**src/rtl/core/fus_pkg.sv**
```systemverilog
// fus_pkg: shared types, constants and color helpers of the frame upscaler.
// Used by fus_front, fus_queue, fus_back and the top level of the upscaler core; depends on nothing.
`timescale 1ns / 1ps

package fus_pkg;

  // default frame geometry
  localparam int SRC_WIDTH_DEF  = 640;
  localparam int SRC_HEIGHT_DEF = 288;

  // field widths
  localparam int PIX_W      = 24;
  localparam int SCOL_W     = 10;
  localparam int SROW_W     = 9;
  localparam int DCOL_W     = 11;
  localparam int DROW_W     = 10;
  localparam int MODE_W     = 3;
  localparam int STEP_W     = 3;
  localparam int TDATA_W    = 48;

  // queue between front and back
  localparam int QDEPTH = 4;
  localparam int QAW    = 2;

  // scale mode codes; all other codes copy
  localparam logic [MODE_W-1:0] MODE_COPY       = 3'd1;
  localparam logic [MODE_W-1:0] MODE_DOUBLE     = 3'd2;
  localparam logic [MODE_W-1:0] MODE_THREE_HALF = 3'd3;
  localparam logic [MODE_W-1:0] MODE_WIDE       = 3'd4;
  localparam logic [MODE_W-1:0] MODE_TRIPLE     = 3'd5;

  // one classified source pixel waiting for expansion
  typedef struct packed {
    logic [PIX_W-1:0]  pixel;
    logic [SCOL_W-1:0] col;
    logic [SROW_W-1:0] row;
    logic [PIX_W-1:0]  nb;         // line above (mode 3) or left pixel (mode 4)
    logic [MODE_W-1:0] mode;
    logic [STEP_W-1:0] last_step;  // index of the final result of this pixel
  } q_entry_t;

  // per-channel average: red and green halve first, blue is an exact floor
  function automatic logic [PIX_W-1:0] avg_rgb(input logic [PIX_W-1:0] a,
                                               input logic [PIX_W-1:0] b);
    logic [7:0] r;
    logic [7:0] g;
    logic [8:0] bs;
    r  = {1'b0, a[23:17]} + {1'b0, b[23:17]};
    g  = {1'b0, a[15:9]} + {1'b0, b[15:9]};
    bs = {1'b0, a[7:0]} + {1'b0, b[7:0]};
    return {r, g, bs[8:1]};
  endfunction

endpackage

```
**src/rtl/core/fus_queue.sv**
```systemverilog
// fus_queue: short fifo of classified pixels between the front and the back.
// Depends on fus_pkg.
`timescale 1ns / 1ps

module fus_queue import fus_pkg::*; (
  input  logic     clk,
  input  logic     rst,
  input  logic     push_valid,
  output logic     push_ready,
  input  q_entry_t push_data,
  output logic     pop_valid,
  input  logic     pop,
  output q_entry_t pop_data
);

  q_entry_t       mem [QDEPTH];
  logic [QAW-1:0] wptr;
  logic [QAW-1:0] rptr;
  logic [QAW:0]   count;
  logic           push_fire;
  logic           pop_fire;

  assign push_ready = count != (QAW + 1)'(QDEPTH);
  assign pop_valid  = count != '0;
  assign push_fire  = push_valid && push_ready;
  assign pop_fire   = pop && pop_valid;
  assign pop_data   = mem[rptr];

  // storage
  always_ff @(posedge clk) begin
    if (push_fire) begin
      mem[wptr] <= push_data;
    end
  end

  // pointers and fill level
  always_ff @(posedge clk) begin
    if (rst) begin
      wptr  <= '0;
      rptr  <= '0;
      count <= '0;
    end else begin
      if (push_fire) begin
        wptr <= wptr + 1'b1;
      end
      if (pop_fire) begin
        rptr <= rptr + 1'b1;
      end
      if (push_fire && !pop_fire) begin
        count <= count + 1'b1;
      end else if (pop_fire && !push_fire) begin
        count <= count - 1'b1;
      end
    end
  end

endmodule

```
**config.mk**
```make
export PLATFORM = sky130hd
export DESIGN_NAME = fus_queue
export DESIGN_NICKNAME = d
export VERILOG_FILES = /design/src/rtl/core/fus_pkg.sv /design/src/rtl/core/fus_queue.sv
export SDC_FILE = /design/constraint.sdc
export NUM_CORES = 1
export LEC_CHECK = 0
export BUFFER_PORTS_ARGS = -buffer_cell sky130_fd_sc_hd__buf_2
export CAP_MARGIN = 0
export CELL_PAD_IN_SITES_DETAIL_PLACEMENT = 1
export CELL_PAD_IN_SITES_GLOBAL_PLACEMENT = 1
export CORE_MARGIN = 3
export CORE_UTILIZATION = 50
export CTS_CLUSTER_SIZE = 10
export DETAILED_ROUTE_END_ITERATION = 6
export PLACE_DENSITY_LB_ADDON = 0.08
export RECOVER_POWER = 50
export SKIP_CTS_REPAIR_TIMING = 1
export SYNTH_ARGS = -nofsm -noshare
export SYNTH_HDL_FRONTEND = slang
export SYNTH_SLANG_ARGS = --single-unit
```
**constraint.sdc**
```tcl
create_clock -name clk -period 5 [get_ports clk]
set_input_delay 0.25 -clock clk [delete_from_list [all_inputs] [get_ports clk]]
set_output_delay 0.25 -clock clk [all_outputs]
set_load 0.005 [all_outputs]
```
==> results.ini <==
[outcome]
status=finished clean

[worst_hold_path]
worstHoldStart=rst
hold_path_class=input pin to flop
holdPathStages=2

[synthesis]
ys_ff_latch=301
ys_seq_area_share_pct=80.81
async_flop_share_pct=0
ys.flop_type=edfxtp_1
synth_edf_count=292
synth.avg_cell_area_um2=25.81
syn_area_um2=11070
postSynthCellCount=429
synth_largest_area_cell=edfxtp_1
netlist.area_leader.share_pct=79.19
synth_fp_nets=512
ys_top_cells_by_count=292 x edfxtp_1, 72 x mux4_2, 9 x dfxtp_1
ys_types=25
synth.most_common_cell=edfxtp_1
ys_warn_count=0
ys_top_cells_by_area=edfxtp_1 79%, mux4_2 15%, dfxtp_1 1.6%

[clocking]
ctsHtreeMaxLevel=2
cts_num_sinks=301
cts_tree=done
cts_buffers=36
clkTransAtPathRegs_ns=0.05
cts-root-buf=clkbuf_16
cts_buffer_depth=3
clk_latency_ns=0.50

[detailed_routing]
firstDrtPassIters=4
wl_per_cell_um=22.36
ant_nets=0
via_per_inst=5.433
drtIter0Drc=321
dr_total_vias=5254
drc=0
wirelength_um=21620

[critical_path]
worstReg2RegEnd=mem[0][5]
cp.arrival_ns=3.05
worstReg2RegStart=count[0]
slowest_delay_ns=0.78
crit_cells=4
critPathTopFamily=simple AND/OR/NAND/NOR gates
r2r_slack_ns=2.09
worst-path-buf-inv=1
crit_fanout=46
crit_path_end_kind=flop
worstSetupPathType=flop to flop
slowest_stage=and2_4
required_ns=5.14
cp-start-kind=flop
reg2reg_depth=4
cp_cell_sequence=nor2_1, a21boi_0, and2_4, buf_4

[sta]
fin_ws_ns=2.086
report.final.hold_viol_count=0
fin_crit_sh_pct=58.28
fin_crit_ns=2.914
tightestPinTransition_ns=1.145
finalSetupTns_ns=0
max_freq_mhz=343.2
rsz0062_at_grt=no
timing.slew.headroom_pct=23.69
drv_slew=0
finClkSkew_ns=0.01274
whs_ns=0.07016
setup-violations-final=0

[placed_design]
post-place-cells=842
port_buffers=151
globalplace.congestion=0.6941
pre_cts_ws_ns=2.458
hpwl_um=12080

[finish]
drive_above_1_share_pct=28.47
nets=761
diodes=0
syn_to_final_growth_pct=23.22
post_layout_nonfiller_instances=967

[die]
design.core.area_um2=21420
io_pins=152
start_util_pct=51.70
die_w_um=154.8
die_y_um=154.8
rows=53
dieArea_um2=23970

[pwr]
ir_drop_v=0.0003480
p_leak_nw=4.464
power_mw=6.804
power.density_nw_per_um2=498.7

[flow_run]
cap_violations=0

[global_route]
grt_pass1_vias=5558
grt_remaining_overflow=0
grtUsageTotal_pct=17.84
grt_pass1_wl_um=32390
antenna_found_initial=0
grt_max_degree=74

-- layout by cell type (no fill, tap or decap), types with 5 or more instances in the layout --
master,instances
clkbuf_1,89
edfxtp_1,292
nor2_1,8
buf_2,76
clkbuf_16,37
ha_1,5
dfxtp_1,7
dlygate4sd3_1,73
mux4_2,72
-- worst max-delay path by stage --
stage                  start           end  slack (ns)
finish              count[0]     mem[0][5]        2.09
detailed placement  count[0]    mem[0][20]        2.46
CTS                     flop  pop_data[68]        2.02
global placement    count[0]    mem[0][20]        2.55
floorplan           count[0]     mem[0][0]        2.05
global route        count[0]     mem[0][5]        1.80
-- routing by layer --
layer	track usage [%]	part of all wire, %	vias up
met5	0	0	-
met4	5.172	2.0	0
met3	4.169	4.8	40
met2	29.91	51	145
met1	23.75	42	2752
li1	-	-	2317
-- logic make-up (layout without fill, tap and decap cells) --
kind of cell,after synthesis,in the layout,synth area share [%]
AO/OA/AOI/OAI,5,5,0.3389
XOR/XNOR,4,4,0.3164
adder cells (fa/ha/maj),6,6,0.7458
buffers and inverters,20,283,1.864
flip-flops,301,301,80.81
multiplexers,76,76,15.16
AND/OR/NAND/NOR,17,17,0.7570
-- sequential cells by signal (all words and copies together), names as in the netlist, named ones only --
register and cells:
mem 292, wptr 2, rptr 2, count 3
-- through the flow --
stage / area (µm²) / utilization [%]
detailed placement: 12030 / 56.14
global route: 13640 / 63.70
finish: 13640 / 63.70
floorplan: 11070 / -
CTS: 13010 / 60.75
global placement: 12030 / 56.14
-- report_power, final --
part / internal [mW] / switching [mW] / total [mW]
registers: 3.07 / 0.182 / 3.25
logic: 0.730 / 0.596 / 1.33
clock network: 1.34 / 0.886 / 2.23
total: 5.14 / 1.66 / 6.80
-- final cells by class --
cell class              instances  area, µm²
repair buffers                228       1423
clock buffers                  51      978.4
clock inverters                 1      7.507
well taps                     275      344.1
fillers                      1803       7775
multi-input cells             108       1924
inverters                       3      11.26
flip-flops and latches        301       8956
Power figures use the tool's default switching activity.
