[src/rtl/core/fus_pkg.sv]
// fus_pkg: shared types, constants and color helpers of the frame upscaler.
// Used by fus_front, fus_queue, fus_back and the top level of the upscaler core; depends on nothing.
`timescale 1ns / 1ps

package fus_pkg;

  // default frame geometry
  localparam int SRC_WIDTH_DEF  = 640;
  localparam int SRC_HEIGHT_DEF = 288;

  // field widths
  localparam int PIX_W      = 24;
  localparam int SCOL_W     = 10;
  localparam int SROW_W     = 9;
  localparam int DCOL_W     = 11;
  localparam int DROW_W     = 10;
  localparam int MODE_W     = 3;
  localparam int STEP_W     = 3;
  localparam int TDATA_W    = 48;

  // queue between front and back
  localparam int QDEPTH = 4;
  localparam int QAW    = 2;

  // scale mode codes; all other codes copy
  localparam logic [MODE_W-1:0] MODE_COPY       = 3'd1;
  localparam logic [MODE_W-1:0] MODE_DOUBLE     = 3'd2;
  localparam logic [MODE_W-1:0] MODE_THREE_HALF = 3'd3;
  localparam logic [MODE_W-1:0] MODE_WIDE       = 3'd4;
  localparam logic [MODE_W-1:0] MODE_TRIPLE     = 3'd5;

  // one classified source pixel waiting for expansion
  typedef struct packed {
    logic [PIX_W-1:0]  pixel;
    logic [SCOL_W-1:0] col;
    logic [SROW_W-1:0] row;
    logic [PIX_W-1:0]  nb;         // line above (mode 3) or left pixel (mode 4)
    logic [MODE_W-1:0] mode;
    logic [STEP_W-1:0] last_step;  // index of the final result of this pixel
  } q_entry_t;

  // per-channel average: red and green halve first, blue is an exact floor
  function automatic logic [PIX_W-1:0] avg_rgb(input logic [PIX_W-1:0] a,
                                               input logic [PIX_W-1:0] b);
    logic [7:0] r;
    logic [7:0] g;
    logic [8:0] bs;
    r  = {1'b0, a[23:17]} + {1'b0, b[23:17]};
    g  = {1'b0, a[15:9]} + {1'b0, b[15:9]};
    bs = {1'b0, a[7:0]} + {1'b0, b[7:0]};
    return {r, g, bs[8:1]};
  endfunction

endpackage

[src/rtl/core/fus_back.sv]
// fus_back: steps through the destination pixels of the queue head, one per cycle while the
// output is not stalled, into the output register. Depends on fus_pkg.
`timescale 1ns / 1ps

module fus_back import fus_pkg::*; (
  input  logic               clk,
  input  logic               rst,
  input  logic               q_valid,
  input  q_entry_t           q_head,
  output logic               q_pop,
  output logic               m_tvalid,
  input  logic               m_tready,
  output logic [TDATA_W-1:0] m_tdata,
  output logic               m_tlast,
  output logic [STEP_W-1:0]  step
);

  logic              load;
  logic              last;
  logic [DCOL_W-1:0] col;
  logic [DROW_W-1:0] row;
  logic [PIX_W-1:0]  color;
  logic [DCOL_W-1:0] c2;
  logic [DCOL_W-1:0] x3;
  logic [DROW_W-1:0] r2;
  logic [DCOL_W-1:0] r3;
  logic [DROW_W-1:0] k3;
  logic [1:0]        off;
  logic [PIX_W-1:0]  avg;

  assign load  = q_valid && (!m_tvalid || m_tready);
  assign last  = step == q_head.last_step;
  assign q_pop = load && last;

  // coordinate pieces
  assign c2  = {q_head.col, 1'b0};
  assign x3  = {2'b00, q_head.col[9:1]} + {1'b0, q_head.col[9:1], 1'b0};
  assign r2  = {q_head.row, 1'b0};
  assign r3  = {2'b00, q_head.row} + {1'b0, q_head.row, 1'b0};
  assign k3  = {2'b00, q_head.row[8:1]} + {1'b0, q_head.row[8:1], 1'b0};
  assign off = (step >= 3'd3) ? 2'(step - 3'd3) : step[1:0];
  assign avg = avg_rgb(q_head.nb, q_head.pixel);

  // destination pixel for the current step
  always_comb begin
    unique case (q_head.mode)
      MODE_DOUBLE: begin
        col   = {1'b0, q_head.col};
        row   = r2 | DROW_W'(step[0]);
        color = step[0] ? '0 : q_head.pixel;
      end
      MODE_THREE_HALF: begin
        col = {1'b0, q_head.col};
        if (!q_head.row[0]) begin
          row   = k3;
          color = q_head.pixel;
        end else begin
          row   = k3 + DROW_W'(step) + 1'b1;
          color = step[0] ? q_head.pixel : avg;
        end
      end
      MODE_WIDE: begin
        col = x3 + DCOL_W'(off);
        row = r2 | DROW_W'(step >= 3'd3);
        if (step >= 3'd3) begin
          color = '0;
        end else if (off == 2'd0) begin
          color = q_head.nb;
        end else if (off == 2'd1) begin
          color = avg;
        end else begin
          color = q_head.pixel;
        end
      end
      MODE_TRIPLE: begin
        col   = c2 | DCOL_W'(step[0]);
        row   = DROW_W'(r3 + DCOL_W'(step[2:1]));
        color = step[2] ? '0 : q_head.pixel;
      end
      default: begin
        col   = {1'b0, q_head.col};
        row   = {1'b0, q_head.row};
        color = q_head.pixel;
      end
    endcase
  end

  // step counter within the head entry
  always_ff @(posedge clk) begin
    if (rst) begin
      step <= '0;
    end else if (load) begin
      step <= last ? '0 : step + 1'b1;
    end
  end

  // output register
  always_ff @(posedge clk) begin
    if (rst) begin
      m_tvalid <= 1'b0;
    end else if (load) begin
      m_tvalid <= 1'b1;
    end else if (m_tready) begin
      m_tvalid <= 1'b0;
    end
  end

  always_ff @(posedge clk) begin
    if (load) begin
      m_tdata <= {3'b000, color, row, col};
      m_tlast <= last;
    end
  end

endmodule

[config.mk]
export PLATFORM = sky130hd
export DESIGN_NAME = fus_back
export DESIGN_NICKNAME = d
export VERILOG_FILES = /design/src/rtl/core/fus_pkg.sv /design/src/rtl/core/fus_back.sv
export SDC_FILE = /design/constraint.sdc
export NUM_CORES = 1
export LEC_CHECK = 0
export ABC_CLOCK_PERIOD_IN_PS = 7500
export BUFFER_PORTS_ARGS = -buffer_cell sky130_fd_sc_hd__buf_2
export CAP_MARGIN = 40
export CORE_MARGIN = 2
export CORE_UTILIZATION = 30
export CTS_BUF_LIST = sky130_fd_sc_hd__clkbuf_8
export DETAILED_ROUTE_END_ITERATION = 7
export SLEW_MARGIN = 40
export SYNTH_ARGS = -nofsm -noshare
export SYNTH_HDL_FRONTEND = slang
export SYNTH_SLANG_ARGS = --single-unit
export TNS_END_PERCENT = 50
[constraint.sdc]
create_clock -name clk -period 7.5 [get_ports clk]
set_input_delay 1.875 -clock clk [delete_from_list [all_inputs] [get_ports clk]]
set_output_delay 1.875 -clock clk [all_outputs]
set_load 0.02 [all_outputs]
==> impl_summary.md, run 1 <==
Global route
The via count of the first global-routing pass was 4758. The first global-routing pass estimated 25500 um of wire. The met1 routing resource usage after global routing is 0.224. For this run, the total global-route usage over all layers was measured as 0.164. Entering global routing, the biggest net connects 39 pins.

For this run, global-route usage on met3 was measured as 0.0262. In the global route stage, met2 resource usage came out at 0.262. Global routing finished with a remaining overflow of 0.

The initial antenna violation count came to 2. The global routing stage identified its most utilized layer as met2.

Floorplan
Measured along the x axis, the die boundary spans 139 um. For this design the top-level I/O count stands at 131. The vertical die dimension is 139 um. The placeable core region is 18000 um^2. The initialized floorplan defines 49 standard-cell rows. The full die area is 19400 um^2. For this configuration, the core starts out at a cell density of 0.306.

CTS
The maximum count of clock buffers along a single path is 2. Clock latency on the worst-skew pair, taken at its later pin, is 0.34 ns. The post-cts gate resize count is 0. The CTS tree is yes. The total clock sinks is 50. The H-tree generated during clock tree synthesis spans 2 levels. The buffer type at the clock tree root is sky130_fd_sc_hd__clkbuf_8. After clock tree synthesis, the clock-pin slew on the worst setup and hold paths is 0.11 ns.

The quantity of hold-fixing buffers added after cts is 0. The buffer count from post-CTS setup fixing is 0. In this run, CTS created clock tree buffers numbering 5.

Drt
The post-detailed-route DRC marker count is 0. Wires add up to 16200 um. The average wire per cell in the routed design is 17.1 um. The post-detailed-route via-to-cell ratio is 5.30. The remaining antenna violation count is 0. Across all layers, the routed design uses 5039 vias. The detailed-router iteration count before antenna repair is 5.

In this run, the number of DRC markers left after iteration 0 of detailed routing was 248.

Timing
The clock period could shrink to 4.79 ns. The hold slack is 0.512 ns. The headroom to the max-slew limit is 0.453.

The number of setup violations in the final report is 0. The final-report max-slew violation count is 0. Setup repair after global routing left no endpoint under its margin.

The number of endpoints with negative hold slack in the final report was 0. The final-layout setup total negative slack is 0 ns. Setup slack closes at 2.71 ns. For this run, the top clock speed supported by timing is 0.209 GHz.

The ratio of final minimum period to clock period is 0.639. On the final layout, the worst clock skew is 0.0169 ns. At the pin with the least slew margin, the transition time is 0.800 ns.

Synthesis
Ranked by total cell area, the synthesized netlist is headed by sky130_fd_sc_hd__edfxtp_1, sky130_fd_sc_hd__ha_1, sky130_fd_sc_hd__fa_1. Of all flip-flops after synthesis, the portion carrying an async set or reset was 0. The post-synthesis cell type with the largest combined area is sky130_fd_sc_hd__edfxtp_1. The cell with the most instances after synthesis is sky130_fd_sc_hd__ha_1.

The synthesis warning total is 0. The post-synthesis sequential area ratio is 0.266. The share of synthesized area in the top cell type comes to 0.251.

The summed instance area of the synthesized netlist is 5500 um^2. The most instantiated flip-flop cell in the synthesis netlist is sky130_fd_sc_hd__edfxtp_1. The synthesized area per cell is 9.15 um^2.

The synthesized design contains 46 enable-type register cells. By count the netlist is led by sky130_fd_sc_hd__ha_1, sky130_fd_sc_hd__a21oi_1, sky130_fd_sc_hd__edfxtp_1, sky130_fd_sc_hd__nor2_1, sky130_fd_sc_hd__nand2_1. After technology mapping, the gate count stands at 601. The number of distinct standard cells referenced by the synthesized netlist is 82. Counting flops and latches in the post-synthesis netlist gives 50.

Worst setup path
The critical setup path kind is in2out. The buffering stage count on the worst path with inverters included is 2. The data required time at the worst endpoint is 5.62 ns.

Traced cell by cell, the critical path runs through buf_2, xor2_1, nor3_1, nor2b_1, buf_2. The kind of cell with the highest combined delay along the critical path is simple AND/OR/NAND/NOR gates. The most prevalent standard cell on the critical path is sky130_fd_sc_hd__buf_2. The data arrival time of the worst path is 2.92 ns. The endpoint kind of the worst setup timing path is an output port. The cell type of the slowest stage on the worst timing path is sky130_fd_sc_hd__nor3_1. In this run the worst path has a maximum fanout of 2. The delay of the slowest critical-path stage is 0.40 ns.

STA classifies the critical path startpoint as an input pin.

Placement
The count of buffers inserted at the top-level ports is 127. The placer's final routability congestion estimate is 0.842. The placed instances occupy a cell area of 6340 um^2. The wire-length estimate of the detail-placed layout is 12500 um.

The post-placement setup slack is 2.70 ns. The cell total after placement is 940.

Outcome
The flow ran to the end, and the final reports show no timing, DRC or antenna violations.

Finish
After routing the design area is 6460 um^2. The finished layout holds 950 standard cells, fillers aside. The area growth from synthesis to layout is 17.4%. In the final layout, the share of cells above drive strength 1 is 0.224. The final standard cell utilization of the core is 0.359. The layout net count is 871.

Power
IR analysis of the VDD net gives a maximum drop of 0.0643 mV. The leakage power of the design is 2.84 nW. The total power is 0.978 mW. Power spread over the standard cell area amounts to 151 nW/um^2.

Run
Max-cap violations in this run came to 0.

Min path
The min-delay analysis places its worst path in the category reg2reg.
-- final cells by class --
class                      count  area (um^2)
fill                        1836        11500
clock buffer                   5         68.8
sequential                    50         1460
timing repair buffer         129          651
multi-input combinational    497         3810
clock inverter                 3         41.3
inverter                      35          131
antenna                        2         5.00
tap                          229          287
-- power by group --
part / switching (mW) / internal (mW)
sequential: 0.0123 / 0.336
combinational: 0.253 / 0.170
clock: 0.108 / 0.0986
-- routing by layer --
layer  wire (um)  vias to the layer above
met2        7470                      146
met4         379                        0
met1        7530                     2363
met3         828                       20
li1            -                     2510
met5           0                        -
-- state kept, by name, indices dropped and copies added, names as in the netlist --
name      flops
m_tvalid      1
m_tdata      45
m_tlast       1
step          3
-- worst min-delay path: stages, from the launching register on --
cell                       delay, ns
sky130_fd_sc_hd__dfxtp_1        0.33
sky130_fd_sc_hd__nand2b_1       0.08
sky130_fd_sc_hd__a21oi_1        0.07
-- worst paths after layout --
kind / slack, ns / startpoint / end / cells after the start
setup reg to reg: 2.72 / step[0] / m_tdata[9] / 14
setup / recovery: 2.71 / q_head[1] / q_pop / 5
hold / removal: 0.51 / m_tvalid / m_tvalid / 2
hold reg to reg: 0.51 / m_tvalid / m_tvalid / 2
-- cells in the final DEF, fill, tap and decap left out, types with 11 or more instances in the layout --
cell / netlist / final
sky130_fd_sc_hd__a21oi_1: 51 / 51
sky130_fd_sc_hd__a22oi_1: 17 / 17
sky130_fd_sc_hd__edfxtp_1: 46 / 46
sky130_fd_sc_hd__fa_1: 14 / 14
sky130_fd_sc_hd__nand2_1: 37 / 37
sky130_fd_sc_hd__buf_2: 4 / 127
sky130_fd_sc_hd__nand2b_1: 12 / 12
sky130_fd_sc_hd__ha_1: 62 / 62
sky130_fd_sc_hd__nor2b_1: 12 / 11
sky130_fd_sc_hd__a21o_1: 14 / 14
sky130_fd_sc_hd__nor2_1: 40 / 39
sky130_fd_sc_hd__xnor2_1: 15 / 15
sky130_fd_sc_hd__o21ai_0: 34 / 34
sky130_fd_sc_hd__inv_1: 34 / 34
sky130_fd_sc_hd__nor3_1: 13 / 13
sky130_fd_sc_hd__xor2_1: 15 / 15
-- cell families (layout without fill, tap and decap cells) --
| family | count (synthesis) | after routing | share of synthesized area |
|---|---|---|---|
| AND/OR/NAND/NOR | 163 | 163 | 0.153 |
| other | 1 | 5 | 0.000682 |
| AO/OA/AOI/OAI | 213 | 213 | 0.275 |
| XOR/XNOR | 30 | 30 | 0.0478 |
| buffers and inverters | 56 | 172 | 0.0432 |
| adder cells (fa/ha/maj) | 76 | 76 | 0.192 |
| flip-flops | 50 | 50 | 0.266 |
| multiplexers | 12 | 12 | 0.0225 |
No activity file was read; power rests on OpenSTA's default activity.
==> run 2, diff against run 1 <==
--- a/config.mk
+++ b/config.mk
@@ -5,7 +5,7 @@
 export SDC_FILE = /design/constraint.sdc
 export NUM_CORES = 1
 export LEC_CHECK = 0
-export ABC_CLOCK_PERIOD_IN_PS = 7500
+export ABC_CLOCK_PERIOD_IN_PS = 4600
 export BUFFER_PORTS_ARGS = -buffer_cell sky130_fd_sc_hd__buf_2
 export CAP_MARGIN = 40
 export CORE_MARGIN = 2
==> constraint.sdc (replaced) <==
create_clock -name clk -period 4.6 [get_ports clk]
set_input_delay 1.15 -clock clk [delete_from_list [all_inputs] [get_ports clk]]
set_output_delay 1.15 -clock clk [all_outputs]
set_load 0.02 [all_outputs]
==> impl_summary.md, run 2 (synthesis gave the netlist of run 1 again) <==
Finish
The library cell used most frequently in the layout, excluding fill and tap cells, is sky130_fd_sc_hd__buf_2. Relative to the synthesized area, the layout overhead comes to 19.0%. The largest registers in the layout are m_tdata: 45 flops, step: 3 flops. m_tdata holds more flip-flops than any other register.

The share of final-layout standard cells stronger than drive strength 1 is 0.235. The layout net count is 881. In the layout the commonest cells are sky130_fd_sc_hd__buf_2, sky130_fd_sc_hd__ha_1, sky130_fd_sc_hd__a21oi_1, sky130_fd_sc_hd__edfxtp_1, sky130_fd_sc_hd__nor2_1. The flip-flop count of the largest register, all copies and words added is 45. The final design area excluding fillers is 6540 um^2.

Drt
The first detailed-routing pass took 4 iterations. In the final routed layout, each cell accounts on average for 16.9 um. The detailed router placed 5065 vias in this run. For this block, the routed nets add up to 16300 um of wire. The post-detailed-route via-to-cell ratio is 5.27. The post-detailed-route DRC marker count is 0. For this block, the initial DRC count from the detailed router was 387. The remaining antenna violation count is 0.

Global route
The first-pass GRT wire length is 25200 um. The global-route usage over all layers is 0.162. Entering global routing, the biggest net connects 32 pins. The total grt overflow is 0. The via count of the first global-routing pass was 4759.

The initial antenna violation count is 3.

Power
The cell area power density is 249 nW/um^2. VDD sags by at most 0.123 mV. The power spent charging and discharging nets is 0.620 mW. The part of the total power dissipated in the clock network is 0.222.

Summed over all cells, the static leakage comes to 2.90 nW. The proportion of power drawn by flip-flops and latches is 0.342. The proportion of total power due to net switching is 0.380. Of the total power, combinational logic draws 0.436. The internal power of the cells totals 1.01 mW.

Outcome
The flow ran to the end, and the final reports show no timing, DRC or antenna violations.

Worst setup path
The launching point of the worst reg2reg path is step[0]. In this run the number of cells on the critical path is 14. The critical setup path kind is reg2reg. Counting both buffers and inverters, the worst setup path holds a total of 1. The data arrival time of the worst path is 3.89 ns. The signal on the critical path passes through ha_1, ha_1, or3_4, o21ai_2, inv_2, fa_1, ha_1, fa_1, a21o_1, a21oi_1, o21ai_0, o41ai_1, mux2i_1, o311ai_0.

The data required time at the worst endpoint is 4.67 ns. The largest single stage delay on the critical path is 0.43 ns. The cell type of the slowest stage on the worst timing path is sky130_fd_sc_hd__fa_1. The kind of cell with the highest combined delay along the critical path is adder cells.

The worst-case reg-to-reg path depth is 14. Of all nets on the critical path, the largest fanout is 3. STA classifies the critical path startpoint as a flip-flop.

Among the stages of the critical path, the cell type that occurs most often is sky130_fd_sc_hd__ha_1. The endpoint kind of the worst setup timing path is a flip-flop. The beginning of the critical path is step[0].

CTS
In this run the post-CTS setup repair buffer count came out at 0. The clock latency at the later pin of the worst-skew pair is 0.34 ns. The post-CTS clock slew at the launch and capture registers of the worst setup and hold paths is 0.12 ns. The tree built by TritonCTS fans out to 50 sinks.

The CTS tree is yes. The clock passes through at most 2 buffers. The number of clock buffers inserted by TritonCTS is 5.

Buffers inserted to repair hold after CTS numbered 0. The H-tree was split into 2 levels. The post-cts gate resize count is 0.

The root buffer cell chosen for the clock tree is sky130_fd_sc_hd__clkbuf_8.

Floorplan
In this run the core area contains 49 standard-cell rows. The width of the die is 139 um. The full die area is 19400 um^2. The placeable core region is 18000 um^2. The starting utilization of the core area is 0.306. During I/O placement, the number of pins put on the boundary was 131. The die is 139 um tall.

Placement
The placer's final routability congestion estimate is 0.860. The count of buffers inserted at the top-level ports is 127. Once placement finished, the instance area stood at 6410 um^2.

The HPWL after detailed placement is 12600 um. Timing analysis after detailed placement gives a worst setup slack of 0.668 ns.

Timing
Based on the critical path, the design can be clocked at up to 0.262 GHz. Dividing the final minimum period by the clock period gives 0.829. The headroom to the max-slew limit is 0.541. The number of endpoints with negative hold slack in the final report is 0. At the pin with the least slew margin, the transition time is 0.688 ns. For the final database, setup skew stands at 0.0163 ns. Adding up every negative setup slack in the final design gives 0 ns. The number of setup violations in the final report is 0. Setup repair after global routing left no endpoint under its margin. Hold is met by 0.506 ns. The post-layout worst setup margin is 0.785 ns. The final-report max-slew violation count was 0. The smallest clock period supported by the final layout is computed as 3.82 ns.

Min path
Along the worst hold path, the cell count comes to 2. The startpoint of the most critical hold path is m_tvalid. The worst min-delay path class is reg2reg.

Run
The number of max-capacitance violations reported is 0.
[run 2: cell type report]
cell class	instances	area [um^2]
sequential	50	1460
multi-input combinational	497	3810
clock inverter	2	38.8
inverter	35	131
tap	229	287
fill	1879	11400
timing repair buffer	139	726
clock buffer	6	82.6
antenna	3	7.51
[run 2: final timing paths]
check          endpoint  slack [ns]
max reg2reg  m_tdata[9]        0.78
min reg2reg    m_tvalid        0.51
min            m_tvalid        0.51
max          m_tdata[9]        0.78
[run 2: power by group through the flow]
stage / combinational [mW] / clock (mW) / sequential [mW]
global route: 0.789 / 0.390 / 0.561
global placement: 0.702 / 0 / 0.568
CTS: 0.711 / 0.375 / 0.558
floorplan: 0.446 / 0 / 0.621
detailed placement: 0.708 / 0 / 0.568
finish: 0.711 / 0.363 / 0.558
[run 2: worst min-delay path, cell delays in order, from the launching register on]
cell                       delay (ns)
sky130_fd_sc_hd__dfxtp_1         0.33
sky130_fd_sc_hd__nand2b_1        0.08
sky130_fd_sc_hd__a21oi_1         0.07
[run 2: routing by layer]
layer	GRT usage	share of wire	vias up
met5	0	0	-
met2	0.257	0.46	145
met1	0.219	0.46	2374
li1	-	-	2521
met4	0.0500	0.022	0
met3	0.0368	0.061	25
[run 2: per-stage QoR]
stage	total power, mW	util	instances
2_1_floorplan	1.07	-	603
3_3_place_gp	1.27	0.357	950
3_5_place_dp	1.28	0.357	950
4_1_cts	1.64	0.364	958
5_1_grt	1.74	0.364	961
6_report	1.63	0.364	961
==> run 3, diff against run 2 <==
--- a/config.mk
+++ b/config.mk
@@ -5,7 +5,7 @@
 export SDC_FILE = /design/constraint.sdc
 export NUM_CORES = 1
 export LEC_CHECK = 0
-export ABC_CLOCK_PERIOD_IN_PS = 4600
+export ABC_CLOCK_PERIOD_IN_PS = 3550
 export BUFFER_PORTS_ARGS = -buffer_cell sky130_fd_sc_hd__buf_2
 export CAP_MARGIN = 40
 export CORE_MARGIN = 2
==> constraint.sdc (replaced) <==
create_clock -name clk -period 3.55 [get_ports clk]
set_input_delay 0.8875 -clock clk [delete_from_list [all_inputs] [get_ports clk]]
set_output_delay 0.8875 -clock clk [all_outputs]
set_load 0.02 [all_outputs]
==> impl_summary.md, run 3 (synthesis gave the netlist of run 1 again) <==
Worst setup path
The critical setup path kind is reg2reg. The worst-case reg-to-reg path depth is 14. In this run the worst path has a maximum fanout of 3. The startpoint identified for the worst register-to-register timing path is step[1]. The data required time at the worst endpoint is 3.64 ns. Among all stages on the critical path, the largest delay is contributed by sky130_fd_sc_hd__fa_1. The endpoint of the most critical register-to-register path is m_tdata[9].

For this run, the slowest stage of the critical path takes 0.43 ns. The most prevalent standard cell on the critical path is sky130_fd_sc_hd__ha_4. Walking the worst path, the cells encountered are ha_4, ha_4, or3_4, o21ai_4, inv_2, fa_1, ha_2, fa_2, a21o_1, a21oi_2, o21ai_2, o41ai_2, mux2i_1, o311ai_1. STA classifies the critical path startpoint as a flip-flop. The endpoint kind of the worst setup timing path is a flip-flop. The data arrival time of the worst path is 3.54 ns. Across all register-to-register paths, the minimum setup slack is 0.1 ns.

CTS
The post-CTS clock slew at the launch and capture registers of the worst setup and hold paths is 0.10 ns. No sink is reached through more buffers than the 2 on the longest clock path. The buffer count from post-CTS setup fixing is 0.

TritonCTS built the clock tree. Counting every sink on the clock net gives 50. The clock reaches the later pin of the worst-skew pair after 0.34 ns. The H-tree was split into 2 levels. The buffer type at the clock tree root is sky130_fd_sc_hd__clkbuf_8. The number of clock buffers added by TritonCTS is 5. The quantity of hold-fixing buffers added after cts is 0.

Finish
For this run, the share of the core covered by cells in the final layout is 0.373. In the final layout, flip-flops and latches occupy 1470 um^2. The register with the most flip-flops in the layout has 45 of them. The largest registers in the layout are m_tdata: 45 flops, step: 3 flops.

After the last flow step, the layout net total stands at 894. The top cell types in the final layout, fill and taps aside, are sky130_fd_sc_hd__buf_2, sky130_fd_sc_hd__ha_1, sky130_fd_sc_hd__a21oi_1, sky130_fd_sc_hd__edfxtp_1, sky130_fd_sc_hd__nor2_1. The multi-input combinational cells in the finished layout cover a total of 3860 um^2. The finished cells cover 6690 um^2. The most frequent standard cell in the layout excluding fill and tap cells is sky130_fd_sc_hd__buf_2.

In the final layout, the share of cells above drive strength 1 is 0.259. The register with the most flip-flops is m_tdata. The number of diodes is 0. The filler-free cell count of the finished design is 971.

The number of inserted filler cells in the final layout is 1857. The layout-stage area growth over the synthesis result is 21.7%.

Timing
The shortest period the worst path allows is 3.45 ns. The hold slack is 0.512 ns. The number of setup violations in the final report is 0.

The number of endpoints with negative hold slack in the final report is 0. The post-layout worst setup margin is 0.0995 ns. In the finished design, the share of the clock period the worst path needs comes to 0.972. For this run, the top clock speed supported by timing is 0.290 GHz. Setup repair after global routing could not meet its margin everywhere. The final-report max-slew violation count came to 0. At the pin with the least slew margin, the transition time is 0.658 ns. In this run the tightest slew margin relative to its limit is 0.561. Between clock sinks in the finished design, the worst skew comes to 0.00637 ns. Adding up every negative setup slack in the final design gives 0 ns.

Floorplan
After floorplanning, the core was divided into 49 placement rows. The floorplan step defined a die boundary enclosing 19400 um^2. The placeable core region is 18000 um^2.

The vertical die dimension is 139 um. The boundary pin count is 131. The initial utilization of the core area, before any placement, comes to 0.306. The width of the die is 139 um.

Power
In this run the static leakage power is 2.97 nW. The worst-case IR drop observed on VDD is 0.157 mV. The total power is 2.11 mW. The cell area power density is 316 nW/um^2.

Min path
The path class of the tightest hold or removal check is reg2reg. The destination of the worst hold path is m_tvalid. The number of cells traversed by the worst hold path is 2. The startpoint of the most critical hold path is m_tvalid.

Run
Across the run, the number of max-cap violations was 0.

Drt
Once detail routing completed, the nets flagged for antenna violations numbered 0. Wires add up to 16500 um. The average wire per cell in the routed design is 17.0 um. In this run, the number of DRC markers left after iteration 0 of detailed routing was 349. The post-detailed-route via-to-cell ratio is 5.25. For this run, the detailed router's first-pass iteration total came to 5. The post-detailed-route DRC marker count is 0.

The total number of vias is 5093.

Placement
At the placement stage, the worst setup path has a slack of -0.0360 ns. In this run the cell area measured after placement is 6590 um^2. Detailed placement finished with a half-perimeter wire length of 12900 um. Input and output buffers added on the ports amount to 127. At the end of routability-driven placement, the weighted congestion stood at 0.839. In this run, placement finished with an instance count of 963.

Global route
Entering global routing, the biggest net connects 32 pins. The met2 track utilization from global routing is 0.269. The via count of the first global-routing pass came to 4858. The initial antenna violation count came to 0. In the global route stage, met1 resource usage came out at 0.233.

The first-pass GRT wire length is 25800 um. The total grt overflow is 0. The most heavily used metal layer in global routing is met2. In the global route stage, overall resource usage came out at 0.166.

The met3 layer usage reported by global route is 0.0279.

Outcome
The run finished with clean final reports.
run 3: layer usage:
| metal | vias to the layer above | wire, um | share of wire |
|---|---|---|---|
| li1 | 2546 | - | - |
| met1 | 2413 | 7790 | 0.47 |
| met2 | 123 | 7660 | 0.47 |
| met3 | 11 | 835 | 0.051 |
| met4 | 0 | 188 | 0.011 |
| met5 | - | 0 | 0 |
run 3: area by class of cell:
type,instances,share of cell area
clock buffers,5,0.0103
clock inverters,3,0.00561
inverters,35,0.0196
multi-input cells,497,0.577
flip-flops and latches,50,0.220
well taps,229,0.0428
repair buffers,152,0.125
run 3: worst max-delay path, delay by kind of cell, from the launching register on:
kind / cells / cell delay (ns)
DFF: 1 / 0.37
AOI/OAI and AO/OA: 6 / 0.84
and+or+nand+nor: 1 / 0.41
buffers and inverters: 1 / 0.06
adders and majority gates: 5 / 1.31
muxes: 1 / 0.22
run 3: worst max path at each step:
| stage | start | to | slack, ns | depth (start not counted) |
|---|---|---|---|---|
| after CTS | step[1] | m_tdata[9] | 0.009 | 14 |
| after detailed placement | q_head[30] | m_tdata[20] | -0.04 | 11 |
| final | step[1] | m_tdata[9] | 0.1 | 14 |
| after floorplan | step[1] | m_tdata[9] | -0.14 | 15 |
| after global placement | q_head[30] | m_tdata[20] | 0.02 | 11 |
| after global routing | step[1] | m_tdata[9] | -0.06 | 14 |
run 3: repair_timing:
action,4_1_cts,5_1_grt
endpoints found under the setup margin,0,1
resized for setup,0,0
endpoints found under the hold margin,0,0
run 3: power breakdown:
group	internal (mW)	switching, mW
registers	0.708	0.0158
logic	0.393	0.561
clock network	0.206	0.230
total	1.31	0.806
